===== config.mk =====
export PLATFORM = sky130hd
export DESIGN_NAME = button_click_event_detector
export DESIGN_NICKNAME = d
export VERILOG_FILES = /design/src/rtl/core/bced_pkg.sv /design/src/rtl/core/button_click_event_detector.sv
export SDC_FILE = /design/constraint.sdc
export NUM_CORES = 1
export LEC_CHECK = 0
export BUFFER_PORTS_ARGS = -buffer_cell sky130_fd_sc_hd__clkbuf_2
export CORE_ASPECT_RATIO = 0.75
export CORE_MARGIN = 2
export CORE_UTILIZATION = 30
export DETAILED_ROUTE_END_ITERATION = 16
export MAX_ROUTING_LAYER = met4
export SKIP_LAST_GASP = 1
export SYNTH_ARGS = -nofsm -noshare
export SYNTH_HDL_FRONTEND = slang
export SYNTH_SLANG_ARGS = --single-unit

===== constraint.sdc =====
create_clock -name clock -period 8.4 [get_ports clock]
set_input_delay 1.68 -clock clock [delete_from_list [all_inputs] [get_ports clock]]
set_output_delay 1.68 -clock clock [all_outputs]
set_load 0.01 [all_outputs]

===== src/rtl/core/bced_pkg.sv =====
// Package of types and constants shared by the button click event detector.
`default_nettype none

package bced_pkg;

   // Default number of consecutive differing ticks before the level changes.
   localparam int unsigned DEBOUNCE_LEN_DEF = 3;

   localparam int unsigned CSR_INDEX_W = 2;
   localparam int unsigned CSR_DATA_W  = 16;
   localparam int unsigned TIMER_W     = 16;
   localparam int unsigned CLICK_W     = 8;

   localparam logic [CLICK_W-1:0] CLICK_MAX = '1;

   typedef enum logic [CSR_INDEX_W-1:0] {
      CSR_ACTIVE_LEVEL  = 2'd0,
      CSR_REPEAT_WINDOW = 2'd1,
      CSR_LONG_TIME     = 2'd2
   } csr_index_type;

   // One result word as it leaves the block.
   typedef struct packed {
      logic               pressed;
      logic               press_down;
      logic               press_up;
      logic               sequence_done;
      logic               single_click;
      logic               double_click;
      logic               multi_click;
      logic               long_hold;
      logic [CLICK_W-1:0] multi_click_count;
   } rsp_word_type;

endpackage

`default_nettype wire


===== src/rtl/core/button_click_event_detector.sv =====
// Button debounce, press edges, long hold and click-sequence classification.
//
//   channel   direction  handshake             payload
//   req       in         req_valid/req_stall   req_pin_level
//   rsp       out        rsp_valid/rsp_stall   pressed, press_down, ... multi_click_count
//   csr       in         csr_valid/csr_ready   csr_index, csr_wdata
//
// Each word is processed in the cycle it is accepted; its result goes to the result
// register, or to the skid register if that is held, so one word per cycle is sustained
// unless rsp stalls; the tick state is a single register stage updated in one pass.
// The two-entry output stage (result register plus skid register) lets req take one
// more word after rsp stalls; req_stall rises only when both are full. Synchronous reset
// sets all state but the result words; the configuration port is always ready.
`default_nettype none

module button_click_event_detector #(
   parameter int unsigned DEBOUNCE_LEN = bced_pkg::DEBOUNCE_LEN_DEF
) (
   input  wire logic                                clock,
   input  wire logic                                reset,

   input  wire logic                                req_valid,
   output      logic                                req_stall,
   input  wire logic                                req_pin_level,

   output      logic                                rsp_valid,
   input  wire logic                                rsp_stall,
   output      logic                                rsp_pressed,
   output      logic                                rsp_press_down,
   output      logic                                rsp_press_up,
   output      logic                                rsp_sequence_done,
   output      logic                                rsp_single_click,
   output      logic                                rsp_double_click,
   output      logic                                rsp_multi_click,
   output      logic                                rsp_long_hold,
   output      logic [bced_pkg::CLICK_W-1:0]        rsp_multi_click_count,

   input  wire logic                                csr_valid,
   output      logic                                csr_ready,
   input  wire logic [bced_pkg::CSR_INDEX_W-1:0]    csr_index,
   input  wire logic [bced_pkg::CSR_DATA_W-1:0]     csr_wdata
);
   import bced_pkg::*;

   localparam int unsigned DB_W = $clog2(DEBOUNCE_LEN + 1);
   localparam logic [DB_W-1:0] DB_LIMIT = DB_W'(DEBOUNCE_LEN);

   // Configuration registers.
   logic               active_level_ff, active_level_in;
   logic [TIMER_W-1:0] repeat_window_ff, repeat_window_in;
   logic [TIMER_W-1:0] long_time_ff, long_time_in;

   // Tick state.
   logic               debounced_ff, debounced_in;
   logic [DB_W-1:0]    db_count_ff, db_count_in;
   logic               held_ff, held_in;
   logic [TIMER_W-1:0] release_count_ff, release_count_in;
   logic [CLICK_W-1:0] click_count_ff, click_count_in;
   logic [TIMER_W-1:0] hold_count_ff, hold_count_in;
   logic [CLICK_W-1:0] last_multi_ff, last_multi_in;

   // Output stage.
   logic               out_valid_ff, out_valid_in;
   rsp_word_type       out_word_ff, out_word_in;
   logic               skid_valid_ff, skid_valid_in;
   rsp_word_type       skid_word_ff, skid_word_in;

   logic               req_take;
   logic               rsp_take;
   logic               csr_write;
   logic [DB_W-1:0]    db_count_inc;
   logic               level_now;
   logic               active;
   logic [TIMER_W-1:0] hold_count_inc;
   rsp_word_type       result;

   assign req_take  = req_valid & ~req_stall;
   assign rsp_take  = out_valid_ff & ~rsp_stall;
   assign csr_ready = 1'b1;
   assign csr_write = csr_valid & csr_ready;
   assign req_stall = skid_valid_ff;

   assign db_count_inc   = db_count_ff + DB_W'(1);
   assign hold_count_inc = hold_count_ff + TIMER_W'(1);

   always_comb begin
      active_level_in  = active_level_ff;
      repeat_window_in = repeat_window_ff;
      long_time_in     = long_time_ff;
      debounced_in     = debounced_ff;
      db_count_in      = db_count_ff;
      held_in          = held_ff;
      release_count_in = release_count_ff;
      click_count_in   = click_count_ff;
      hold_count_in    = hold_count_ff;
      last_multi_in    = last_multi_ff;
      level_now        = debounced_ff;
      active           = 1'b0;
      result           = '0;

      if (req_take) begin
         // The stored level flips only after enough consecutive differing ticks.
         if (req_pin_level != debounced_ff) begin
            if (db_count_inc >= DB_LIMIT) begin
               level_now   = req_pin_level;
               db_count_in = '0;
            end else begin
               db_count_in = db_count_inc;
            end
         end else begin
            db_count_in = '0;
         end
         debounced_in = level_now;

         active         = (level_now == active_level_ff);
         held_in        = active;
         result.pressed = active;

         if (!active) begin
            result.press_up = held_ff;
            if (release_count_ff < repeat_window_ff) begin
               release_count_in = release_count_ff + TIMER_W'(1);
            end else if (click_count_ff != '0) begin
               result.sequence_done = 1'b1;
               if (click_count_ff == CLICK_W'(1)) begin
                  result.single_click = 1'b1;
               end else if (click_count_ff == CLICK_W'(2)) begin
                  result.double_click = 1'b1;
               end else begin
                  result.multi_click = 1'b1;
                  last_multi_in      = click_count_ff;
               end
               click_count_in = '0;
            end
         end else if (!held_ff) begin
            result.press_down = 1'b1;
            hold_count_in     = '0;
            release_count_in  = '0;
            if (click_count_ff != CLICK_MAX) begin
               click_count_in = click_count_ff + CLICK_W'(1);
            end
         end else begin
            // A zero hold period disables the pulse; the counter simply wraps.
            if ((long_time_ff != '0) && (hold_count_inc >= long_time_ff)) begin
               result.long_hold = 1'b1;
               hold_count_in    = '0;
            end else begin
               hold_count_in = hold_count_inc;
            end
         end
         result.multi_click_count = last_multi_in;
      end

      if (csr_write) begin
         unique case (csr_index_type'(csr_index))
            CSR_ACTIVE_LEVEL: begin
               active_level_in = csr_wdata[0];
               debounced_in    = ~csr_wdata[0];
               db_count_in     = '0;
            end
            CSR_REPEAT_WINDOW: repeat_window_in = csr_wdata[TIMER_W-1:0];
            CSR_LONG_TIME:     long_time_in     = csr_wdata[TIMER_W-1:0];
            default: begin
               // Writes beyond the register list are dropped.
            end
         endcase
      end
   end

   // Output register with a skid entry behind it.
   always_comb begin
      out_valid_in  = out_valid_ff;
      out_word_in   = out_word_ff;
      skid_valid_in = skid_valid_ff;
      skid_word_in  = skid_word_ff;

      if (rsp_take) begin
         out_valid_in = 1'b0;
      end
      if (rsp_take && skid_valid_ff) begin
         out_valid_in  = 1'b1;
         out_word_in   = skid_word_ff;
         skid_valid_in = 1'b0;
      end
      if (req_take) begin
         if (!out_valid_ff || rsp_take) begin
            out_valid_in = 1'b1;
            out_word_in  = result;
         end else begin
            skid_valid_in = 1'b1;
            skid_word_in  = result;
         end
      end
   end

   always_ff @(posedge clock) begin
      if (reset) begin
         active_level_ff  <= 1'b0;
         repeat_window_ff <= '0;
         long_time_ff     <= '0;
         debounced_ff     <= 1'b1;
         db_count_ff      <= '0;
         held_ff          <= 1'b0;
         release_count_ff <= '0;
         click_count_ff   <= '0;
         hold_count_ff    <= '0;
         last_multi_ff    <= '0;
         out_valid_ff     <= 1'b0;
         skid_valid_ff    <= 1'b0;
      end else begin
         active_level_ff  <= active_level_in;
         repeat_window_ff <= repeat_window_in;
         long_time_ff     <= long_time_in;
         debounced_ff     <= debounced_in;
         db_count_ff      <= db_count_in;
         held_ff          <= held_in;
         release_count_ff <= release_count_in;
         click_count_ff   <= click_count_in;
         hold_count_ff    <= hold_count_in;
         last_multi_ff    <= last_multi_in;
         out_valid_ff     <= out_valid_in;
         skid_valid_ff    <= skid_valid_in;
      end
   end

   always_ff @(posedge clock) begin
      out_word_ff  <= out_word_in;
      skid_word_ff <= skid_word_in;
   end

   assign rsp_valid             = out_valid_ff;
   assign rsp_pressed           = out_word_ff.pressed;
   assign rsp_press_down        = out_word_ff.press_down;
   assign rsp_press_up          = out_word_ff.press_up;
   assign rsp_sequence_done     = out_word_ff.sequence_done;
   assign rsp_single_click      = out_word_ff.single_click;
   assign rsp_double_click      = out_word_ff.double_click;
   assign rsp_multi_click       = out_word_ff.multi_click;
   assign rsp_long_hold         = out_word_ff.long_hold;
   assign rsp_multi_click_count = out_word_ff.multi_click_count;

endmodule

`default_nettype wire


After elaboration in Yosys (flattened, before gate mapping)
Index checks and enable logic that the tools add are counted.
{"block": "word_totals", "register_bits": 119, "inputBits": 24, "out_inout_bits": 19, "wordCells": 117}
{"block": "op_classes", "n_addsub": 4, "n_lt_le_gt_ge": 3, "eq_ne": 10, "n_mux": 48, "n_bitwise": 6, "n_reduce_logical": 16}
{"operator": "16-bit 2-to-1 mux", "count": 8}
{"operator": "8-bit 2-to-1 mux", "count": 10}
{"operator": "16-bit by 1-bit adder with 16-bit output, second input constant", "count": 2}
{"operator": "1-bit 2-to-1 mux", "count": 21}
{"operator": "16-bit >= comparator", "count": 1}
{"operator": "16-bit < comparator", "count": 1}
{"operator": "16-bit nonzero test", "count": 1}
{"operator": "2-bit 2-to-1 mux", "count": 6}
{"operator": "2-bit AND reduction", "count": 5}
{"operator": "8-bit by 1-bit adder with 8-bit output, second input constant", "count": 1}
{"operator": "8-bit by 1-bit equality test with 1-bit output, second input constant", "count": 1}
{"operator": "8-bit by 2-bit equality test with 1-bit output, second input constant", "count": 1}
{"operator": "4-bit 2-to-1 mux", "count": 2}
{"operator": "8-bit != test, second input constant", "count": 1}
{"operator": "8-bit nonzero test", "count": 1}
{"operator": "5-bit 2-to-1 mux", "count": 1}
{"operator": "5-bit AND reduction", "count": 1}
{"operator": "2-bit != test, second input constant", "count": 2}
{"operator": "1-bit NOT", "count": 4}
{"operator": "2-bit nonzero test", "count": 2}
{"operator": "3-bit AND reduction", "count": 1}
{"operator": "2-bit by 1-bit adder with 2-bit output, second input constant", "count": 1}
{"operator": "1-bit AND", "count": 2}
{"operator": "2-bit by 1-bit equality test with 1-bit output, second input constant", "count": 1}
{"operator": "other kinds (9)", "count": 10}

Logic depth before layout (Yosys ltp)
Gate-level depths: netlist of the first run.
{"block": "logic_depth", "ltp_word": 9, "depth_mapped": 14, "ltp_nobuf": 13}

Worst setup path before layout of the first run
Ideal clock, no wire load.
{"block": "synth_path", "kind": "input to register", "startpoint": "input req_valid", "endpoint": "register skid_word_ff[0] (netlist bit) (enable)", "setup_time_ns": 0.374, "arrival_ns": 3.012, "required_time_ns": 8.026, "setup_slack_ns": 5.014, "stages": 4, "n_path_buf": 2, "path_cell_list": "nor2b_1 -> clkbuf_1 -> clkbuf_1 -> and3_1"}
{"block": "synth_via", "elab_chain_cells": 2}
{"item": "start: declaration", "line_no": "button_click_event_detector.sv:22", "rtl": "input wire logic req_valid,"}
{"item": "1-bit AND", "line_no": "button_click_event_detector.sv:77", "rtl": "assign req_take = req_valid & ~req_stall;"}
{"item": "2-bit AND reduction (no line)"}
{"item": "end signal: assignment", "line_no": "button_click_event_detector.sv:228", "rtl": "skid_word_ff <= skid_word_in;"}
{"item": "end: declaration", "line_no": "button_click_event_detector.sv:66", "rtl": "rsp_word_type skid_word_ff, skid_word_in;"}
Every way passes these cells.
A chain may end at the register's enable or synchronous reset.

==> results.cfg, run 1 <==
[sta]
clock_skew_ps = 11.66
tightest_slew_ps = 1082
fin_setup_tns_ps = 0
hold_viol = 0
min_period_ps = 4113
max_freq_mhz = 243.2
finalMaxSlewViolations = 0
setup_viol = 0
min_period_over_period = 0.4896
relSlewSlack = 0.2789
rsz0062_at_grt = false

[clock_network]
cts_buffers = 17
cts_tree = done
cts_hold_buffers = 0
root_buffer = clkbuf_16
cts.clk_slew.worst_paths_ps = 60
clkSinkCount = 119
htreeDepth = 4
cts_setup_buffers = 0
clk_latency_ps = 420
clock_path_buffers = 2
post_cts_resized = 0

[layout]
final_common_cell = dfxtp_1
multiInputGateArea_um2 = 3192
layout_common_cells = dfxtp_1 (103), nand2_1 (97), a21oi_1 (80)
area_growth_pct = 16.51
finalInstanceArea_um2 = 7037
drive_gt1_frac = 0.1258
fill_cells = 1995
fin_util = 0.3601
layout.nets = 795
seqCellArea_um2 = 2542
antenna_cells = 0

[min_path]
min_to = repeat_window_ff[9]
min-delay-start = repeat_window_ff[9]
hold_depth = 2
hp-class = flop to flop

[logic_synthesis]
synth_edf_count = 16
yosysUniqueCellTypes = 58
synth_top_area_frac = 0.3414
synth_largest_area_cell = dfxtp_1
synth-seq-cells = 119
ys_seq_area_frac = 0.4210
ys.flop_type = dfxtp_1
syn_area_um2 = 6040
synth_warnings = 0
synthCells = 709
synth_area_per_cell_um2 = 8.518
synthArstFlopShare = 0
synth_nets = 770
synth_area_leaders = dfxtp_1 (34%), edfxtp_1 (8.0%), ha_1 (7.7%)

[detailed_routing]
drt_iter0_drc = 332
remaining_drc_errors = 0
viasPerCell = 5.017
first_pass_iters = 5
wl_per_cell_um = 14.05
ant_nets = 0
routed_wl_mm = 14.05
via_count = 5017

[flow_run]
maxCapViolCount = 0

[global_route]
grt_pass1_wl_mm = 23.11
grt_pass1_vias = 4550
gr-total-overflow = 0
grt_max_degree = 75
antenna_found_initial = 0
grt_util_all_layers = 0.1407

[pwr]
switchingPower_uw = 367.6
p_comb_frac = 0.078
clkPwrFrac = 0.512
switching_share = 0.2514
ir_drop_uv = 136.5
p_total_mw = 1.462
power_frac_seq = 0.410
power.leakage_nw = 2.745
powerDensity_nw_per_um2 = 207.8
p_int_mw = 1.094

[critical_path]
rrSetupSlack_ps = 4990
cp-start-kind = input pin
crit_required_ps = 8740
cp_max_fo = 21
cp-end-kind = flop
arrival_ps = 4460
worstReg2RegStart = db_count_ff[1]
crit_type = input pin to flop
worstRegToRegCells = 8
reg2reg_to = release_count_ff[5]

[placement]
place_congestion = 0.8323
dpl-instance-area_um2 = 6432
port_buffers = 41
dp_hpwl_mm = 9.877

[floorplanning]
core_area_um2 = 19540
dieArea_um2 = 21290
dieWidth_um = 167.8
io_pins = 43
rows = 44
start_util = 0.3090
fp.dieH_um = 126.9

[run_status]
status = completed
==> cells by family after synthesis <==
family          Yosys count  synth area share
simple gates            262            0.2140
compound gates          179            0.1838
flops                   119            0.4210
buf+inv                  78           0.05117
fa+ha+maj                37           0.07665
mux                      21           0.03542
xor+xnor                 12           0.01740
other cells               1         0.0006209
==> area by class of cell <==
cell class | instances | area share
inverters | 39 | 0.02080
multi-input cells | 512 | 0.4536
clock inverters | 14 | 0.02489
clock buffers | 18 | 0.06099
well taps | 253 | 0.04499
repair buffers | 45 | 0.03343
flip-flops and latches | 119 | 0.3613
==> power groups by stage <==
stage	combinational [mW]	clock, mW	sequential, mW
after floorplan	0.0826	0	0.611
after global placement	0.114	0	0.612
after detailed placement	0.114	0	0.612
after CTS	0.115	0.768	0.600
after global routing	0.127	0.788	0.602
final	0.114	0.748	0.600
==> worst max path at each step <==
stage                     depth (start not counted)                    to           from  slack, ps
after floorplan                                   4       skid_word_ff[0]      req_valid       5010
after global routing                              8   release_count_ff[3]  req_pin_level       3930
after CTS                                         8   release_count_ff[5]  req_pin_level       4340
final                                             8   release_count_ff[5]  req_pin_level       4290
after global placement                            8  release_count_ff[14]  req_pin_level       3980
after detailed placement                          8  release_count_ff[15]  req_pin_level       3880
==> Yosys cell counts (all sizes together), types with 4 or more instances <==
| library cell | instances |
|---|---|
| edfxtp | 16 |
| nand2b | 4 |
| o31ai | 11 |
| a22oi | 10 |
| a211oi | 6 |
| buf | 8 |
| or4 | 12 |
| or2 | 8 |
| or3 | 4 |
| o21ai | 33 |
| nor2 | 42 |
| a21oi | 82 |
| clkbuf | 31 |
| and3 | 11 |
| xor2 | 4 |
| mux2i | 18 |
| nor2b | 10 |
| a21o | 10 |
| nand2 | 97 |
| and4 | 6 |
| ha | 37 |
| a22o | 6 |
| nor4 | 5 |
| nand4 | 12 |
| and2 | 5 |
| o21a | 6 |
| inv | 39 |
| dfxtp | 103 |
| nor3 | 14 |
| xnor2 | 8 |
| nand3 | 25 |
==> routing by layer <==
metal	part of all wire	global-route usage	wire length, µm	vias to the layer above
li1	-	-	-	2574
met1	0.52	0.1893	7331	2329
met2	0.42	0.1983	5872	93
met4	0.020	0.05678	275	0
met3	0.040	0.03963	568	21
met5	0	-	0	-
==> critical path: stages <==
cell and delay [ps]:
clkbuf_2 110, mux2i_1 90, xnor2_1 760, inv_2 210, nand2_1 630, nor2_1 180
or2_0 540, a21oi_1 250
==> registers in the layout (all words and copies together), names as in the netlist, 2 cells and up, named ones only <==
register	flops
click_count_ff	8
db_count_ff	2
hold_count_ff	16
last_multi_ff	8
long_time_ff	16
release_count_ff	16
repeat_window_ff	16
rsp_multi_click_count	8
skid_word_ff	16
==> stage by stage <==
stage | setup WS (ps) | hold slack, ps | cells
after floorplan | 5014 | 436.3 | 709
after global placement | 3981 | 445.1 | 968
after detailed placement | 3883 | 447.0 | 968
after CTS | 4340 | 455.1 | 1000
after global routing | 3928 | 469.5 | 1000
final | 4287 | 452.8 | 1000
No activity file was read; power rests on OpenSTA's default activity.
==> run 2, diff against run 1 <==
Clock period 8.4 ns to 3.4 ns, I/O delays scaled along.
==> results.cfg, run 2 (same netlist as run 1, synthesis figures left out) <==
[clock_network]
htreeDepth = 4
clkSinkCount = 119
root_buffer = clkbuf_16
cts_tree = done
cts.clk_slew.worst_paths_ps = 60
cts_buffers = 17
clock_path_buffers = 2
clk_latency_ps = 420

[pwr]
powerDensity_nw_per_um2 = 516.3
power.leakage_nw = 2.792
p_total_mw = 3.680
ir_drop_uv = 355.4

[detailed_routing]
remaining_drc_errors = 0
ant_nets = 0
viasPerCell = 4.997
drt_iter0_drc = 337
wl_per_cell_um = 14.33
routed_wl_mm = 14.45
via_count = 5037
first_pass_iters = 5

[critical_path]
worst_path_max_delay_cell = dfxtp_1
crit_required_ps = 3740
crit_top_cell = and3_1
cp-start-kind = flop
crit_type = flop to flop
cp_slowest_stage_delay_ps = 390
cp-end-kind = flop
arrival_ps = 3490
path_cells = and3_1 > and3_1 > and3_1 > nand3_1 > xnor2_1 > ha_1 > a211oi_1 > nor2_1 > nor3_1 > o211ai_1 > buf_4 > a21oi_4 > buf_2 > a22oi_1 > nor2_1
worstRegToRegCells = 15
cp_max_fo = 8

[sta]
hold_viol = 0
rsz0062_at_grt = false
max_freq_mhz = 317.7
finalMaxSlewViolations = 0
min_period_ps = 3147
hold-worst-slack_ps = 452.7
tightest_slew_ps = 1118
setup_viol = 0
fin_setup_tns_ps = 0
setup_slack_ps = 252.6
relSlewSlack = 0.2547
clock_skew_ps = 12.29
min_period_over_period = 0.9257

[placement]
dp_hpwl_mm = 10.12
dpl-instance-area_um2 = 6470
place_ws_ps = 226.5
port_buffers = 41
place_inst = 973
place_congestion = 0.7822

[layout]
multiInputGateArea_um2 = 3208
seqCellArea_um2 = 2542
drive_gt1_frac = 0.1353
fin_cells = 1008
final_common_cell = dfxtp_1
layout.nets = 802
fill_cells = 1944
layout_common_cells = dfxtp_1 (103), nand2_1 (97), a21oi_1 (79)
fin_util = 0.3647
area_growth_pct = 18.02
finalInstanceArea_um2 = 7128

[min_path]
hold_depth = 2
hp-class = flop to flop

[floorplanning]
start_util = 0.3090
core_area_um2 = 19540
io_pins = 43
dieArea_um2 = 21290
dieWidth_um = 167.8
rows = 44
fp.dieH_um = 126.9

[global_route]
antenna_found_initial = 1
grt_pass1_vias = 4709
grt_util_all_layers = 0.1422
grt_pass1_wl_mm = 23.80
grt_max_degree = 74
gr-total-overflow = 0

[run_status]
status = completed

[flow_run]
maxCapViolCount = 0
-- run 2: final cells by class --
| cell class | instances | share of cell area |
|---|---|---|
| timing repair buffer | 52 | 0.04055 |
| inverter | 39 | 0.02054 |
| clock buffer | 20 | 0.06266 |
| antenna | 1 | 0.0003511 |
| tap | 253 | 0.04441 |
| sequential | 119 | 0.3567 |
| clock inverter | 12 | 0.02475 |
| multi-input combinational | 512 | 0.4501 |
-- run 2: worst paths after layout --
check                      startpoint                   to  slack (ps)
setup reg to reg     hold_count_ff[2]    hold_count_ff[11]         250
setup / recovery     hold_count_ff[2]    hold_count_ff[11]         250
hold / removal    repeat_window_ff[1]  repeat_window_ff[1]         450
hold reg to reg   repeat_window_ff[1]  repeat_window_ff[1]         450
-- run 2: critical path: cells and delay by family (launching register included) --
| family | cells | cell delay (ps) |
|---|---|---|
| AND/OR/NAND/NOR | 7 | 1140 |
| AO/OA/AOI/OAI | 4 | 640 |
| buffers and inverters | 2 | 420 |
| flip-flops | 1 | 390 |
| adder cells (fa/ha/maj) | 1 | 280 |
| XOR/XNOR | 1 | 200 |
-- run 2: what timing repair did --
item / CTS / global route
setup endpoints to repair: 0 / 16
resized for setup: 0 / 4
hold buffers: 0 / 0
setup buffers: 0 / 1
-- run 2: layer usage --
| layer | GRT usage | part of all wire | vias up | wire [µm] |
|---|---|---|---|---|
| li1 | - | - | 2588 | - |
| met1 | 0.1944 | 0.52 | 2349 | 7536 |
| met2 | 0.2018 | 0.42 | 80 | 6071 |
| met3 | 0.03276 | 0.038 | 20 | 543 |
| met4 | 0.05780 | 0.021 | 0 | 297 |
| met5 | - | 0 | - | 0 |
-- run 2: where the power goes --
part           internal (mW)  total (mW)  switching [mW]  leakage [nW]
combinational         0.0958       0.295           0.199          1.51
clock                   1.25        1.90           0.657         0.300
sequential              1.46        1.48          0.0251         0.978
